<file path="src/hw/rtl/lfv_pkg.sv">
// ----------------------------------------------------------------------------
// lfv_pkg
// Shared constants, types and constant tables of the level follower.
// ----------------------------------------------------------------------------
`default_nettype none

package lfv_pkg;

  localparam int LEVEL_FRAC_BITS_DEF = 16;

  // configuration register indexes
  localparam int REG_IDX_W = 2;
  localparam logic [REG_IDX_W-1:0] REG_FLOOR       = 2'd0;
  localparam logic [REG_IDX_W-1:0] REG_SENSITIVITY = 2'd1;
  localparam logic [REG_IDX_W-1:0] REG_SMOOTHING   = 2'd2;

  localparam int ELAPSED_W = 20;
  localparam int SENS_W    = 16;
  localparam int STEPS_W   = 20;

  // steps in Q.16 = elapsed_us * 60 * 65536 / 1e6 = elapsed_us * 12288 / 3125
  localparam int STEP_NUM = 12288;
  localparam int STEP_DEN = 3125;
  localparam int STEP_MAX_I = 8 * 65536;
  localparam logic [STEPS_W-1:0] STEP_MAX = STEPS_W'(STEP_MAX_I);
  localparam logic [ELAPSED_W-1:0] STEP_SAT_US =
    ELAPSED_W'((STEP_MAX_I * STEP_DEN - 1) / STEP_NUM);
  localparam int STEP_RECIP_SH = 43;
  localparam logic [31:0] STEP_RECIP =
    32'(((64'd1 << STEP_RECIP_SH) + 64'(STEP_DEN) - 64'd1) / 64'(STEP_DEN));

  localparam logic [30:0] Q30_ONE = 31'h4000_0000;

  // classification of one word, produced by the front part
  typedef struct packed {
    logic        live;    // source present and above the floor
    logic        sat;     // elapsed time saturates the step count
    logic        nostep;  // no elapsed time
    logic [30:0] x;       // elapsed_us * STEP_NUM
  } cls_t;

  typedef logic [15:0][30:0] root_tab_t;

  function automatic logic [63:0] isqrt64(input logic [63:0] v_in);
    logic [63:0] v;
    logic [63:0] r;
    logic [63:0] bt;
    v  = v_in;
    r  = '0;
    bt = 64'd1 << 62;
    for (int i = 0; i < 32; i++) begin
      if (v >= r + bt) begin
        v = v - (r + bt);
        r = (r >> 1) + bt;
      end else begin
        r = r >> 1;
      end
      bt = bt >> 2;
    end
    return r;
  endfunction

  // successive square roots of 1/2 in Q.30
  function automatic root_tab_t build_roots();
    root_tab_t   t;
    logic [63:0] c;
    c    = isqrt64(64'd1 << 59);
    t[0] = c[30:0];
    for (int j = 1; j < 16; j++) begin
      c    = isqrt64(c << 30);
      t[j] = c[30:0];
    end
    return t;
  endfunction

  localparam root_tab_t ROOT_TAB = build_roots();

endpackage

`default_nettype wire

</file>
<file path="src/hw/rtl/lfv_if.sv">
// ----------------------------------------------------------------------------
// lfv_if
// Valid/ready channels of the level follower: measurement in, level out.
// ----------------------------------------------------------------------------
`default_nettype none

interface lfv_in_if #(
  parameter int LW = lfv_pkg::LEVEL_FRAC_BITS_DEF + 1
);
  logic                           valid;
  logic                           ready;
  logic                           source_present;
  logic [LW-1:0]                  meas_level;
  logic [lfv_pkg::ELAPSED_W-1:0]  elapsed_us;

  modport source (output valid, source_present, meas_level, elapsed_us, input ready);
  modport sink   (input valid, source_present, meas_level, elapsed_us, output ready);
endinterface

interface lfv_out_if #(
  parameter int LW = lfv_pkg::LEVEL_FRAC_BITS_DEF + 1
);
  logic          valid;
  logic          ready;
  logic [LW-1:0] smoothed_level;

  modport source (output valid, smoothed_level, input ready);
  modport sink   (input valid, smoothed_level, output ready);
endinterface

`default_nettype wire

</file>
<file path="src/hw/rtl/lfv_front.sv">
// ----------------------------------------------------------------------------
// lfv_front
// Classifies an incoming word: floor subtraction, target gating and the
// elapsed time prepared for the step count.
// ----------------------------------------------------------------------------
`default_nettype none

module lfv_front #(
  parameter int LEVEL_FRAC_BITS = lfv_pkg::LEVEL_FRAC_BITS_DEF
) (
  input  wire logic                              source_present,
  input  wire logic [LEVEL_FRAC_BITS:0]          meas_level,
  input  wire logic [lfv_pkg::ELAPSED_W-1:0]     elapsed_us,
  input  wire logic [LEVEL_FRAC_BITS:0]          floor_level,
  output      lfv_pkg::cls_t                     cls,
  output      logic [LEVEL_FRAC_BITS:0]          diff
);

  localparam int LW = LEVEL_FRAC_BITS + 1;
  localparam logic [LW-1:0] ONE = {1'b1, {LEVEL_FRAC_BITS{1'b0}}};

  logic [LW-1:0] nf;
  logic [17:0]   e18;

  assign nf  = (floor_level > ONE) ? ONE : floor_level;
  assign e18 = elapsed_us[17:0];

  always_comb begin
    cls.live   = source_present && (meas_level > nf);
    cls.sat    = elapsed_us > lfv_pkg::STEP_SAT_US;
    cls.nostep = elapsed_us == '0;
    // times 12288 = times 3 shifted by 12
    cls.x      = 31'({e18, 13'b0}) + 31'({e18, 12'b0});
    diff       = meas_level - nf;
  end

endmodule

`default_nettype wire

</file>
<file path="src/hw/rtl/lfv_queue.sv">
// ----------------------------------------------------------------------------
// lfv_queue
// Two-entry queue between the front and back parts.
// ----------------------------------------------------------------------------
`default_nettype none

module lfv_queue #(
  parameter int W = 8
) (
  input  wire logic         clk,
  input  wire logic         rst,
  input  wire logic         push,
  input  wire logic [W-1:0] din,
  output      logic         full,
  input  wire logic         pop,
  output      logic         nonempty,
  output      logic [W-1:0] dout
);

  logic [W-1:0] ent [2];
  logic         wp;
  logic         rp;
  logic [1:0]   cnt;

  assign full     = cnt == 2'd2;
  assign nonempty = cnt != 2'd0;
  assign dout     = ent[rp];

  always_ff @(posedge clk) begin
    if (push) begin
      ent[wp] <= din;
    end
  end

  always_ff @(posedge clk) begin
    if (rst) begin
      wp  <= 1'b0;
      rp  <= 1'b0;
      cnt <= 2'd0;
    end else begin
      if (push) begin
        wp <= ~wp;
      end
      if (pop) begin
        rp <= ~rp;
      end
      if (push && !pop) begin
        cnt <= cnt + 2'd1;
      end else if (pop && !push) begin
        cnt <= cnt - 2'd1;
      end
    end
  end

endmodule

`default_nettype wire

</file>
<file path="src/hw/rtl/lfv_exec.sv">
// ----------------------------------------------------------------------------
// lfv_exec
// Back part: target, step count, power by log2/exp2 and the level update,
// all through one shared registered multiplier. Holds the kept level, a
// cached log of the base and the output register.
// ----------------------------------------------------------------------------
`default_nettype none

module lfv_exec #(
  parameter int LEVEL_FRAC_BITS = lfv_pkg::LEVEL_FRAC_BITS_DEF
) (
  input  wire logic                          clk,
  input  wire logic                          rst,
  input  wire logic                          q_valid,
  input  wire lfv_pkg::cls_t                 q_cls,
  input  wire logic [LEVEL_FRAC_BITS:0]      q_diff,
  output      logic                          q_pop,
  input  wire logic [lfv_pkg::SENS_W-1:0]    sensitivity,
  input  wire logic [LEVEL_FRAC_BITS:0]      smoothing,
  input  wire logic                          smooth_wr,
  output      logic                          res_valid,
  input  wire logic                          res_ready,
  output      logic [LEVEL_FRAC_BITS:0]      res_level
);

  localparam int F  = LEVEL_FRAC_BITS;
  localparam int LW = F + 1;
  localparam logic [LW-1:0] ONE   = {1'b1, {F{1'b0}}};
  localparam logic [LW-1:0] S_MIN = LW'(((1 << F) + 50) / 100);

  localparam logic [3:0] S_IDLE = 4'd0;
  localparam logic [3:0] S_TGT  = 4'd1;
  localparam logic [3:0] S_STEP = 4'd2;
  localparam logic [3:0] S_SCAP = 4'd3;
  localparam logic [3:0] S_NORM = 4'd4;
  localparam logic [3:0] S_LOG  = 4'd5;
  localparam logic [3:0] S_LOGF = 4'd6;
  localparam logic [3:0] S_NMUL = 4'd7;
  localparam logic [3:0] S_NCAP = 4'd8;
  localparam logic [3:0] S_EXP  = 4'd9;
  localparam logic [3:0] S_EXPF = 4'd10;
  localparam logic [3:0] S_UPD  = 4'd11;
  localparam logic [3:0] S_UCAP = 4'd12;
  localparam logic [3:0] S_OUT  = 4'd13;

  logic [3:0]                  state;
  logic [3:0]                  cnt;
  lfv_pkg::cls_t               cls;
  logic [LW-1:0]               dreg;
  logic [LW-1:0]               tgt;
  logic [lfv_pkg::STEPS_W-1:0] steps;
  logic [LW-1:0]               alpha;
  logic [30:0]                 mn;
  logic [4:0]                  sh;
  logic [15:0]                 fr;
  logic [20:0]                 lval;
  logic                        lok;
  logic [15:0]                 fexp;
  logic                        kbig;
  logic [4:0]                  ksh;
  logic                        up;
  logic [LW-1:0]               level;
  logic [63:0]                 prod;

  logic [31:0]   mul_a;
  logic [31:0]   mul_b;
  logic [LW-1:0] s_eff;
  logic [LW-1:0] b;
  logic [31:0]   pr;
  logic          sq_bit;
  logic [30:0]   mfix;
  logic [LW+7:0] tprod;
  logic [30:0]   pfin;
  logic [30:0]   pk;
  logic [30:0]   pshift;
  logic [LW-1:0] dlt;
  logic [LW:0]   nsum;
  logic [LW:0]   nxt;
  logic          out_load;

  assign s_eff  = (smoothing < S_MIN) ? S_MIN : ((smoothing > ONE) ? ONE : smoothing);
  assign b      = ONE - s_eff;
  assign pr     = prod[61:30];
  assign sq_bit = pr[31];
  assign mfix   = sq_bit ? pr[31:1] : pr[30:0];
  assign tprod  = prod[LW+15:8];
  assign pfin   = prod[60:30];
  assign pk     = kbig ? '0 : (pfin >> ksh);
  assign pshift = pk >> (30 - F);
  assign dlt    = prod[F +: LW];
  assign nsum   = {1'b0, level} + {1'b0, dlt};
  assign nxt    = up ? nsum : {1'b0, level - dlt};
  assign q_pop  = (state == S_IDLE) && q_valid;
  assign out_load = (state == S_OUT) && (!res_valid || res_ready);

  // operand selection of the shared multiplier
  always_comb begin
    mul_a = '0;
    mul_b = '0;
    case (state)
      S_TGT: begin
        mul_a = 32'(dreg);
        mul_b = 32'(sensitivity);
      end
      S_STEP: begin
        mul_a = 32'(cls.x);
        mul_b = lfv_pkg::STEP_RECIP;
      end
      S_LOG: begin
        mul_a = (cnt == '0) ? 32'(mn) : 32'(mfix);
        mul_b = (cnt == '0) ? 32'(mn) : 32'(mfix);
      end
      S_NMUL: begin
        mul_a = 32'(steps);
        mul_b = 32'(lval);
      end
      S_EXP: begin
        mul_a = (cnt == '0) ? 32'(lfv_pkg::Q30_ONE) : 32'(pfin);
        mul_b = fexp[15] ? 32'(lfv_pkg::ROOT_TAB[cnt]) : 32'(lfv_pkg::Q30_ONE);
      end
      S_UPD: begin
        mul_a = (tgt >= level) ? 32'(tgt - level) : 32'(level - tgt);
        mul_b = 32'(alpha);
      end
      default: begin
        mul_a = '0;
        mul_b = '0;
      end
    endcase
  end

  always_ff @(posedge clk) begin
    prod <= 64'(mul_a) * 64'(mul_b);
  end

  always_ff @(posedge clk) begin
    if (rst) begin
      state <= S_IDLE;
      cnt   <= '0;
      lok   <= 1'b0;
      level <= '0;
    end else begin
      if (smooth_wr) begin
        lok <= 1'b0;
      end
      case (state)
        S_IDLE: begin
          if (q_valid) begin
            cls   <= q_cls;
            dreg  <= q_diff;
            state <= S_TGT;
          end
        end
        S_TGT: begin
          state <= S_STEP;
        end
        S_STEP: begin
          if (!cls.live) begin
            tgt <= '0;
          end else if (tprod > (LW+8)'(ONE)) begin
            tgt <= ONE;
          end else begin
            tgt <= tprod[LW-1:0];
          end
          state <= S_SCAP;
        end
        S_SCAP: begin
          steps <= cls.sat ? lfv_pkg::STEP_MAX : prod[62:43];
          if (cls.nostep) begin
            alpha <= '0;
            state <= S_UPD;
          end else if (b == '0) begin
            alpha <= ONE;
            state <= S_UPD;
          end else if (lok) begin
            state <= S_NMUL;
          end else begin
            mn    <= 31'(b) << (30 - F);
            sh    <= '0;
            state <= S_NORM;
          end
        end
        S_NORM: begin
          if (mn[30]) begin
            cnt   <= '0;
            state <= S_LOG;
          end else begin
            mn <= {mn[29:0], 1'b0};
            sh <= sh + 5'd1;
          end
        end
        S_LOG: begin
          if (cnt != '0) begin
            fr <= {fr[14:0], sq_bit};
          end
          cnt <= cnt + 4'd1;
          if (cnt == 4'd15) begin
            state <= S_LOGF;
          end
        end
        S_LOGF: begin
          lval  <= {sh, 16'b0} - {5'b0, fr[14:0], sq_bit};
          lok   <= 1'b1;
          state <= S_NMUL;
        end
        S_NMUL: begin
          state <= S_NCAP;
        end
        S_NCAP: begin
          fexp  <= prod[31:16];
          kbig  <= prod[39:32] >= 8'd31;
          ksh   <= prod[36:32];
          cnt   <= '0;
          state <= S_EXP;
        end
        S_EXP: begin
          fexp <= {fexp[14:0], 1'b0};
          cnt  <= cnt + 4'd1;
          if (cnt == 4'd15) begin
            state <= S_EXPF;
          end
        end
        S_EXPF: begin
          alpha <= ONE - pshift[LW-1:0];
          state <= S_UPD;
        end
        S_UPD: begin
          up    <= tgt >= level;
          state <= S_UCAP;
        end
        S_UCAP: begin
          level <= (nxt > {1'b0, ONE}) ? ONE : nxt[LW-1:0];
          state <= S_OUT;
        end
        S_OUT: begin
          if (out_load) begin
            state <= S_IDLE;
          end
        end
        default: begin
          state <= S_IDLE;
        end
      endcase
    end
  end

  // output register
  always_ff @(posedge clk) begin
    if (rst) begin
      res_valid <= 1'b0;
    end else if (out_load) begin
      res_valid <= 1'b1;
    end else if (res_ready) begin
      res_valid <= 1'b0;
    end
  end

  always_ff @(posedge clk) begin
    if (out_load) begin
      res_level <= level;
    end
  end

endmodule

`default_nettype wire

</file>
<file path="src/hw/rtl/level_follower_variable_step_top.sv">
// Path: a word with no elapsed time or a smoothing of one or more skips the log2/exp2
//   power; other words go through it, and the first of them after reset or a smoothing
//   write also refills the cached log2.
// Flow: the back part takes one word at a time through its shared multiplier;
//   a two-entry queue lets the front take words while the back is busy.
// Reset: synchronous, clears the queue, the kept level and the cached log2.
// ----------------------------------------------------------------------------
// level_follower_variable_step_top
// Smoothed level follower with a variable time step: configuration registers,
// front classification, queue and back execution.
// ----------------------------------------------------------------------------
`default_nettype none

module level_follower_variable_step_top #(
  parameter int LEVEL_FRAC_BITS = lfv_pkg::LEVEL_FRAC_BITS_DEF
) (
  input  wire logic                                clk,
  input  wire logic                                rst,
  input  wire logic                                cfg_we,
  input  wire logic [lfv_pkg::REG_IDX_W-1:0]       cfg_idx,
  input  wire logic [((LEVEL_FRAC_BITS + 1 > lfv_pkg::SENS_W) ?
                      LEVEL_FRAC_BITS : lfv_pkg::SENS_W - 1):0] cfg_wdata,
  lfv_in_if.sink                                   items,
  lfv_out_if.source                                results
);

  localparam int F  = LEVEL_FRAC_BITS;
  localparam int LW = F + 1;
  localparam logic [LW-1:0] S_RESET = LW'(((1 << F) + 5) / 10);
  localparam int QW = $bits(lfv_pkg::cls_t) + LW;

  logic [LW-1:0]              floor_level;
  logic [lfv_pkg::SENS_W-1:0] sensitivity;
  logic [LW-1:0]              smoothing;
  logic                       smooth_wr;

  lfv_pkg::cls_t f_cls;
  logic [LW-1:0] f_diff;
  logic          q_full;
  logic          q_nonempty;
  logic          q_pop;
  logic          push;
  logic [QW-1:0] q_dout;

  assign smooth_wr = cfg_we && (cfg_idx == lfv_pkg::REG_SMOOTHING);

  always_ff @(posedge clk) begin
    if (rst) begin
      floor_level <= '0;
      sensitivity <= lfv_pkg::SENS_W'(256);
      smoothing   <= S_RESET;
    end else if (cfg_we) begin
      case (cfg_idx)
        lfv_pkg::REG_FLOOR:       floor_level <= cfg_wdata[LW-1:0];
        lfv_pkg::REG_SENSITIVITY: sensitivity <= cfg_wdata[lfv_pkg::SENS_W-1:0];
        lfv_pkg::REG_SMOOTHING:   smoothing   <= cfg_wdata[LW-1:0];
        default: begin
        end
      endcase
    end
  end

  assign items.ready = !q_full;
  assign push        = items.valid && !q_full;

  lfv_front #(.LEVEL_FRAC_BITS(F)) u_front (
    .source_present (items.source_present),
    .meas_level     (items.meas_level),
    .elapsed_us     (items.elapsed_us),
    .floor_level    (floor_level),
    .cls            (f_cls),
    .diff           (f_diff)
  );

  lfv_queue #(.W(QW)) u_queue (
    .clk      (clk),
    .rst      (rst),
    .push     (push),
    .din      ({f_cls, f_diff}),
    .full     (q_full),
    .pop      (q_pop),
    .nonempty (q_nonempty),
    .dout     (q_dout)
  );

  lfv_exec #(.LEVEL_FRAC_BITS(F)) u_exec (
    .clk         (clk),
    .rst         (rst),
    .q_valid     (q_nonempty),
    .q_cls       (q_dout[QW-1:LW]),
    .q_diff      (q_dout[LW-1:0]),
    .q_pop       (q_pop),
    .sensitivity (sensitivity),
    .smoothing   (smoothing),
    .smooth_wr   (smooth_wr),
    .res_valid   (results.valid),
    .res_ready   (results.ready),
    .res_level   (results.smoothed_level)
  );

endmodule

`default_nettype wire

</file>
<file path="src/flat_wrapper.sv">
// flat-port wrapper written by rule: the top's interface ports become plain ports
module level_follower_variable_step_top_flat 
#(
  parameter int LEVEL_FRAC_BITS = lfv_pkg::LEVEL_FRAC_BITS_DEF
)
  (clk, rst, cfg_we, cfg_idx, cfg_wdata, items_valid, items_source_present, items_meas_level, items_elapsed_us, items_ready, results_valid, results_smoothed_level, results_ready);
  lfv_in_if items_i ();
  lfv_out_if results_i ();
  input  wire logic clk;
  input  wire logic rst;
  input  wire logic cfg_we;
  input  wire logic [lfv_pkg::REG_IDX_W-1:0] cfg_idx;
  input  wire logic [((LEVEL_FRAC_BITS + 1 > lfv_pkg::SENS_W) ?
                      LEVEL_FRAC_BITS : lfv_pkg::SENS_W - 1):0] cfg_wdata;
  input wire logic [$bits(items_i.valid)-1:0] items_valid;
  input wire logic [$bits(items_i.source_present)-1:0] items_source_present;
  input wire logic [$bits(items_i.meas_level)-1:0] items_meas_level;
  input wire logic [$bits(items_i.elapsed_us)-1:0] items_elapsed_us;
  output wire logic [$bits(items_i.ready)-1:0] items_ready;
  output wire logic [$bits(results_i.valid)-1:0] results_valid;
  output wire logic [$bits(results_i.smoothed_level)-1:0] results_smoothed_level;
  input wire logic [$bits(results_i.ready)-1:0] results_ready;
  assign items_i.valid = items_valid;
  assign items_i.source_present = items_source_present;
  assign items_i.meas_level = items_meas_level;
  assign items_i.elapsed_us = items_elapsed_us;
  assign items_ready = items_i.ready;
  assign results_valid = results_i.valid;
  assign results_smoothed_level = results_i.smoothed_level;
  assign results_i.ready = results_ready;
  level_follower_variable_step_top #(.LEVEL_FRAC_BITS(LEVEL_FRAC_BITS)) u_core (.clk(clk), .rst(rst), .cfg_we(cfg_we), .cfg_idx(cfg_idx), .cfg_wdata(cfg_wdata), .items(items_i), .results(results_i));
endmodule
</file>
<file path="config.mk">
export PLATFORM = sky130hd
export DESIGN_NAME = level_follower_variable_step_top_flat
export DESIGN_NICKNAME = d
export VERILOG_FILES = /design/src/hw/rtl/lfv_pkg.sv /design/src/hw/rtl/lfv_if.sv /design/src/hw/rtl/lfv_front.sv /design/src/hw/rtl/lfv_queue.sv /design/src/hw/rtl/lfv_exec.sv /design/src/hw/rtl/level_follower_variable_step_top.sv /design/src/flat_wrapper.sv
export SDC_FILE = /design/constraint.sdc
export NUM_CORES = 2
export LEC_CHECK = 0
export ABC_AREA = 0
export BUFFER_PORTS_ARGS = -buffer_cell sky130_fd_sc_hd__clkbuf_2
export CORE_ASPECT_RATIO = 2
export CORE_MARGIN = 1
export CORE_UTILIZATION = 35
export DETAILED_ROUTE_END_ITERATION = 10
export PLACE_DENSITY = 0.55
export SYNTH_ARGS = -nofsm -noshare
export SYNTH_HDL_FRONTEND = slang
export SYNTH_HIERARCHICAL = 1
export SYNTH_SLANG_ARGS = --single-unit
</file>
<file path="constraint.sdc">
create_clock -name clk -period 9.85 [get_ports clk]
set_input_delay 1.97 -clock clk [delete_from_list [all_inputs] [get_ports clk]]
set_output_delay 1.97 -clock clk [all_outputs]
set_load 0.01 [all_outputs]
</file>
After elaboration in Yosys (flattened, before gate mapping)
Memory sizes are Yosys's and may differ from the RTL's. A register that Yosys moved wholly into a read port is not among the register bits.
Index checks and enable logic that the tools add are counted.
Operators by class
  div/mod/pow operators: 0
  add/sub/neg operators: 13
  reductions and logical operators: 44
  $lt $le $gt $ge: 10
  equal/unequal tests: 27
  bitwise gates (word level): 4
  multiply operators: 1
  multiplexer cells: 50
  shifts and indexed selects: 1
Operators with widths (number)
  $pmux W32 S6: 2
  $mux W31: 10
  $mux W17: 7
  $mul A32 B32 Y63: 1
  $pmux W31 S2: 1
  $pmux W4 S14: 1
  $mux W4: 10
  $sub A17 B17 Y18: 2
  $gt A17 B17 Y1 const B: 2
  $pmux W17 S2: 1
  $sub A17 B17 Y17: 2
  $sub A17 B17 Y17 const A: 2
  $mux W32: 1
  $pmux W16 S2: 1
  $add A31 B30 Y31: 1
  $shr A31 B5 Y31: 1
  $eq A4 B4 Y1 const B: 7
  $gt A25 B17 Y1 const B: 1
  $sub A21 B16 Y21: 1
  $gt A20 B18 Y1 const B: 1
  $logic_not A20 Y1: 1
  $mux W5: 4
  $reduce_and A2 Y1: 10
  $add A17 B17 Y18: 1
  other kinds (36): 79
Storage, ports and cells
  register bits: 310
  bits in read-only memories: 496
  output and inout bits: 19
  bits in writable memories: 102
  memories kept: 2
  input port bits: 62
  latch bits: 0
  word-level logic and storage cells: 178
Memory list
  (name not given): depth 16, width 31, rd ports 1, clocked after memory_dff 1, write ports 0, line lfv_exec.sv:119  | mul_b = fexp[15] ? 32'(lfv_pkg::ROOT_TAB[cnt]) : 32'(lfv_pkg::Q30_ONE);
  u_core.u_queue.ent: depth 2, width 51, rd ports 1, clocked after memory_dff 1, write ports 1, line lfv_queue.sv:20  | logic [W-1:0] ent [2];

Depth between registers and ports, before layout
  word-level depth: 8
  gate-level depth with buffers: 49
  gate-level depth less buffers: 45

Hierarchy
The synthesis kept the hierarchy.
Modules (own cells, without submodules)
  lfv_exec: area each 50413.4 sq um, times used 1, cells an instance 5538, seq. area each 8678.3 sq um
  lfv_queue: area each 3885.0 sq um, times used 1, cells an instance 181, seq. area each 3163.0 sq um
  lfv_front: area each 2311.0 sq um, times used 1, cells an instance 310, seq. area each 0.0 sq um
  level_follower_variable_step_top: area each 2053.2 sq um, times used 1, cells an instance 195, seq. area each 1001.0 sq um

Worst setup path after synthesis
Ideal clock, no wire load.
  path kind: reg2reg
  start: register u_core.u_exec.level[1]
  end: register u_core.u_exec.prod[47]
  data arrival time: 9.856 ns
  data required time: 9.730 ns
  path buffers: 3
  setup time: 0.120 ns
  cell stages (with the launch flop): 44
  setup slack: -0.126 ns
  period minus slack after synthesis: 9.976 ns
  cells stage by stage: dfxtp_1 inv_1 fa_1 nand3_1 o21ai_1 a221oi_2 o21a_1 inv_2 buf_6 nand2_1 nand2_1 nand2b_1 nor2b_1 a311oi_2 o21a_1 buf_6 o21ai_1 buf_2 (+8 left out) fa_1 fa_1 fa_1 inv_1 fa_1 inv_1 ha_1 and3_1 nand4_1 nor2_1 nand3_1 o211ai_1 a31oi_4 o41ai_2 a41oi_1 o21bai_2 a41oi_1 xnor2_1
Between the ends
  cells in the longest elaborated chain, start to end: 4
  elaborated cells on any way between the ends: 6
  classes of those cells: add/sub: 2; mul: 1; order compare: 1; mux: 2
RTL lines
  start, declared: line lfv_exec.sv:62  | logic [LW-1:0] level;
  start signal, assigned: line lfv_exec.sv:232  | level <= (nxt > {1'b0, ONE}) ? ONE : nxt[LW-1:0];
  $sub A17 B17 Y18 / $ge A17 B17 Y1 (equally long branches): line lfv_exec.sv:122  | mul_a = (tgt >= level) ? 32'(tgt - level) : 32'(level - tgt);
  $mux W32 *: line lfv_exec.sv:122
  $pmux W32 S6 *: line lfv_exec.sv:100  | case (state)
  $mul A32 B32 Y63 *: line lfv_exec.sv:133  | prod <= 64'(mul_a) * 64'(mul_b);
  end signal, assigned: line lfv_exec.sv:133
  end, declared: line lfv_exec.sv:63  | logic [63:0] prod;
Mark *: on every way between the ends. The rest lies on a longest branch, timed or not.
A chain may end at the register's enable or synchronous reset.

Final worst setup path
  start: register u_core.u_exec.tgt[0]
  end: register u_core.u_exec.prod[47]
Between the ends
  cells in the longest elaborated chain, start to end: 4
  elaborated cells on any way between the ends: 6
  classes of those cells: add/sub: 2; mul: 1; order compare: 1; mux: 2
RTL lines
  start, declared: line lfv_exec.sv:50  | logic [LW-1:0] tgt;
  start signal, assigned: line lfv_exec.sv:163  | tgt <= tprod[LW-1:0];
  $sub A17 B17 Y18 / $ge A17 B17 Y1 (equally long branches): line lfv_exec.sv:122
  $mux W32 *: line lfv_exec.sv:122
  $pmux W32 S6 *: line lfv_exec.sv:100
  $mul A32 B32 Y63 *: line lfv_exec.sv:133
Marks and branches as above.

==> impl_results.md <==
* Status: finished, violations left
* Failing checks: setup timing
* Via count at between 40k and 50k
* Post-route non-filler standard cell count at about 9.1k
* Layout cells sized above 1 at between 20% and 30%
* Starting Density at 35.2%
* Floorplan die height at slightly below 600 um
* Clk root buf: clkbuf_16
* H-tree level count at 2
* Fin worst setup slack at -0.525 ns
* I/O pins at just over 80
* Largest net degree at the start of global routing at 85
* Period Utilization, post-route at 105%
* DR WL/cell at 28.8 um
* Synthesized instance count at 6224
* Pwr dens at roughly 180 mW/mm^2
* DRT Wirelength at between 200000 and 300000 um
* Internal power at about 7.1 mW
* Total CTS buffers at 46
* Net Switching at about 6.2 mW
* Max Cap Viol at 0
* Fill cells at 16.3k
* Post-synthesis instance area at roughly 0.059 mm^2
* Die ar. at 0.169 mm^2
* Reg-to-reg slack, setup at -0.52 ns
* TritonRoute pass-1 iters at 6
* Commonest non-fill, non-tap cells in the layout: inv_1, fa_1, buf_4
* Setup crit end kind: register
* Distinct cells, synth at 121
* Slew HR at ~22%
* HPWL after detailed placement at 216000 um
* IO buf count at 80
* Part of the power in registers at 21.0%
* Syn avg cell area at about 9.4 um^2
* Most used cell, CP: fa_2
* Clock latency on the worst-skew pair at roughly 0.67 ns
* Fin. max-slew vios at 0
* Power Total at ~13 mW
* Comb power frac at about 64%
* EDFF count, synth at 317
* First-pass GRT wire length at roughly 370000 um
* Ys async rst share at 0%
* Top_reg_cell synth: edfxtp_1
* Final-report hold violation count at 0
* Placed cell area at 0.0675 mm^2
* Nets at approximately 8.3k
* Critical path class: reg2reg
* Tmin final at 10.37 ns
* WP data required at about 10 ns
* CP max FO at 5
* DR iter-0 viols at just under 3k
* Clock transition at the registers of the reported paths at 0.07 ns
* Number of global-route vias before repair at between 50k and 60k
* VDD IR max at around 0.13 mV
* Worst slew pin tran at between 1 and 1.5 ns
* Setup WS pre-CTS at -1.20 ns
* Critical path startpoint category: register
* WP data arrival at around 11 ns
* Post-route cell area at 0.0721 mm^2
* Clock power frac at between 10% and 20%
* Commonest non-fill, non-tap cell in the layout: inv_1
* Worst clock skew at between 0.06 and 0.07 ns
* CORE AREA at 0.167 mm^2
* CTS tree: built
* FF+latch count, synth at slightly below 500
* Fin util at 43.3%
* Dpl cells at slightly below 9k
* Clk sinks at 483
* Overflow after GRT at 0
* Slowest stage delay, CP at approximately 0.58 ns
* Vias/cell at 5.39
* Hold WC Path Type: reg2reg
* Pleak at approximately 33 nW
* Detail Route Antenna Nets at 0
* Fmax at approximately 96 MHz
* Ys Warns at 6
* Remaining routing DRC violations at 0
* Gpl congestion at ~1.0
* Post-synthesis sequential area ratio at 21.9%
* Die width at 291 um
* CTS Hold Bufs at 0
* Total Routing Usage GR at between 30% and 40%
* Max Root-Sink Buffers at 3
* Setup violations, final at 35
* Placement Rows at 212
* Crit path max-delay cell type: fa_2
* Switching Share at 46.9%
* RSZ-0062 raised after global routing: true
* Antenna violations before repair at 4
* Syn-to-layout area delta at 22.9%
[stage by stage]
stage / hold WS [ns] / setup TNS [ns]
2_1_floorplan: 0.420 / 0
3_3_place_gp: 0.471 / -36.66
3_5_place_dp: 0.471 / -35.05
4_1_cts: 0.462 / -10.53
5_1_grt: 0.465 / -21.13
6_report: 0.460 / -10.70
[repair_timing]
action                     CTS  global route
cloned                       1             0
resized for setup          246           250
buffers inserted            54            63
pin swaps                  120           170
setup endpoints to repair   46            46
[synthesized netlist by cell type, types with 77 or more instances]
cell	count	area, um^2
inv_1	1089	4090
fa_1	900	18000
nand2_1	669	2510
nor2_1	664	2490
ha_1	387	4840
edfxtp_1	317	9520
a21oi_1	244	1220
clkbuf_1	212	796
dfxtp_1	166	3320
o21ai_0	144	721
mux2i_1	103	1030
xnor2_1	102	893
nand2b_1	79	494
a21o_1	77	578
[critical path: cells and delay by family (launching register included)]
kind | cells | cell delay [ns]
multiplexers | 1 | 0.17
buffers and inverters | 9 | 0.93
AO/OA/AOI/OAI | 15 | 2.70
AND/OR/NAND/NOR | 6 | 0.76
XOR/XNOR | 1 | 0.14
flip-flops | 1 | 0.40
adder cells (fa/ha/maj) | 11 | 5.10
[power groups by stage]
stage / Sequential, mW / Combinational, mW / Clock (mW)
global route: 2.80 / 8.87 / 2.14
finish: 2.79 / 8.50 / 2.02
floorplan: 2.65 / 3.54 / 0
CTS: 2.78 / 8.05 / 2.07
global placement: 2.82 / 7.58 / 0
detailed placement: 2.82 / 7.62 / 0
[layer usage]
| layer | wire, um | part of all wire (%) | track usage, % | vias to the layer above |
|---|---|---|---|---|
| met4 | 36100 | 14 | 33.6 | 0 |
| met3 | 12300 | 4.7 | 4.44 | 1030 |
| met1 | 75400 | 29 | 26.8 | 24814 |
| met2 | 138000 | 53 | 57.8 | 1854 |
| li1 | - | - | - | 21264 |
| met5 | 0 | 0 | 0 | - |
[cell type report]
type / count / area [um^2] / area share (%)
well taps: 2140 / 2680 / 3.71
diodes: 3 / 7.51 / 0.0104
flip-flops and latches: 483 / 12800 / 17.8
repair buffers: 937 / 8290 / 11.5
inverters: 1097 / 4140 / 5.73
clock buffers: 58 / 1320 / 1.83
clock inverters: 28 / 385 / 0.534
multi-input cells: 4340 / 42400 / 58.9
[state kept, by name, summed over array words and instances, names as in the netlist, 16 cells and up, named ones only]
name / flops
u_core/u_queue/ent: 102
u_core/smoothing: 17
u_core/u_exec/cls: 34
u_core/u_exec/steps: 20
u_core/u_exec/lval: 21
u_core/u_exec/mn: 29
u_core/floor_level: 17
u_core/sensitivity: 16
u_core/u_exec/res_level: 17
u_core/u_exec/prod: 55
u_core/u_exec/fexp: 16
u_core/u_exec/level: 17
u_core/u_exec/tgt: 17
u_core/u_exec/dreg: 17
u_core/u_exec/alpha: 17
[kinds of logic after synthesis]
group / count (synthesis) / share of synthesized area, %
simple gates: 1821 / 13.9
buf+inv: 1425 / 9.47
fa+ha+maj: 1287 / 39.0
compound gates: 875 / 10.2
flops: 483 / 21.9
mux: 171 / 3.24
xor+xnor: 159 / 2.37
other cells: 3 / 0.0192
[worst paths after layout]
kind	start	end	depth (start not counted)
min	u_core/u_exec/prod[62]	u_core/u_exec/steps[19]	1
max	u_core/u_exec/tgt[0]	u_core/u_exec/prod[47]	43
max reg2reg	u_core/u_exec/tgt[0]	u_core/u_exec/prod[47]	43
min reg2reg	u_core/u_exec/prod[62]	u_core/u_exec/steps[19]	1
(Power assumes the default switching activity.)
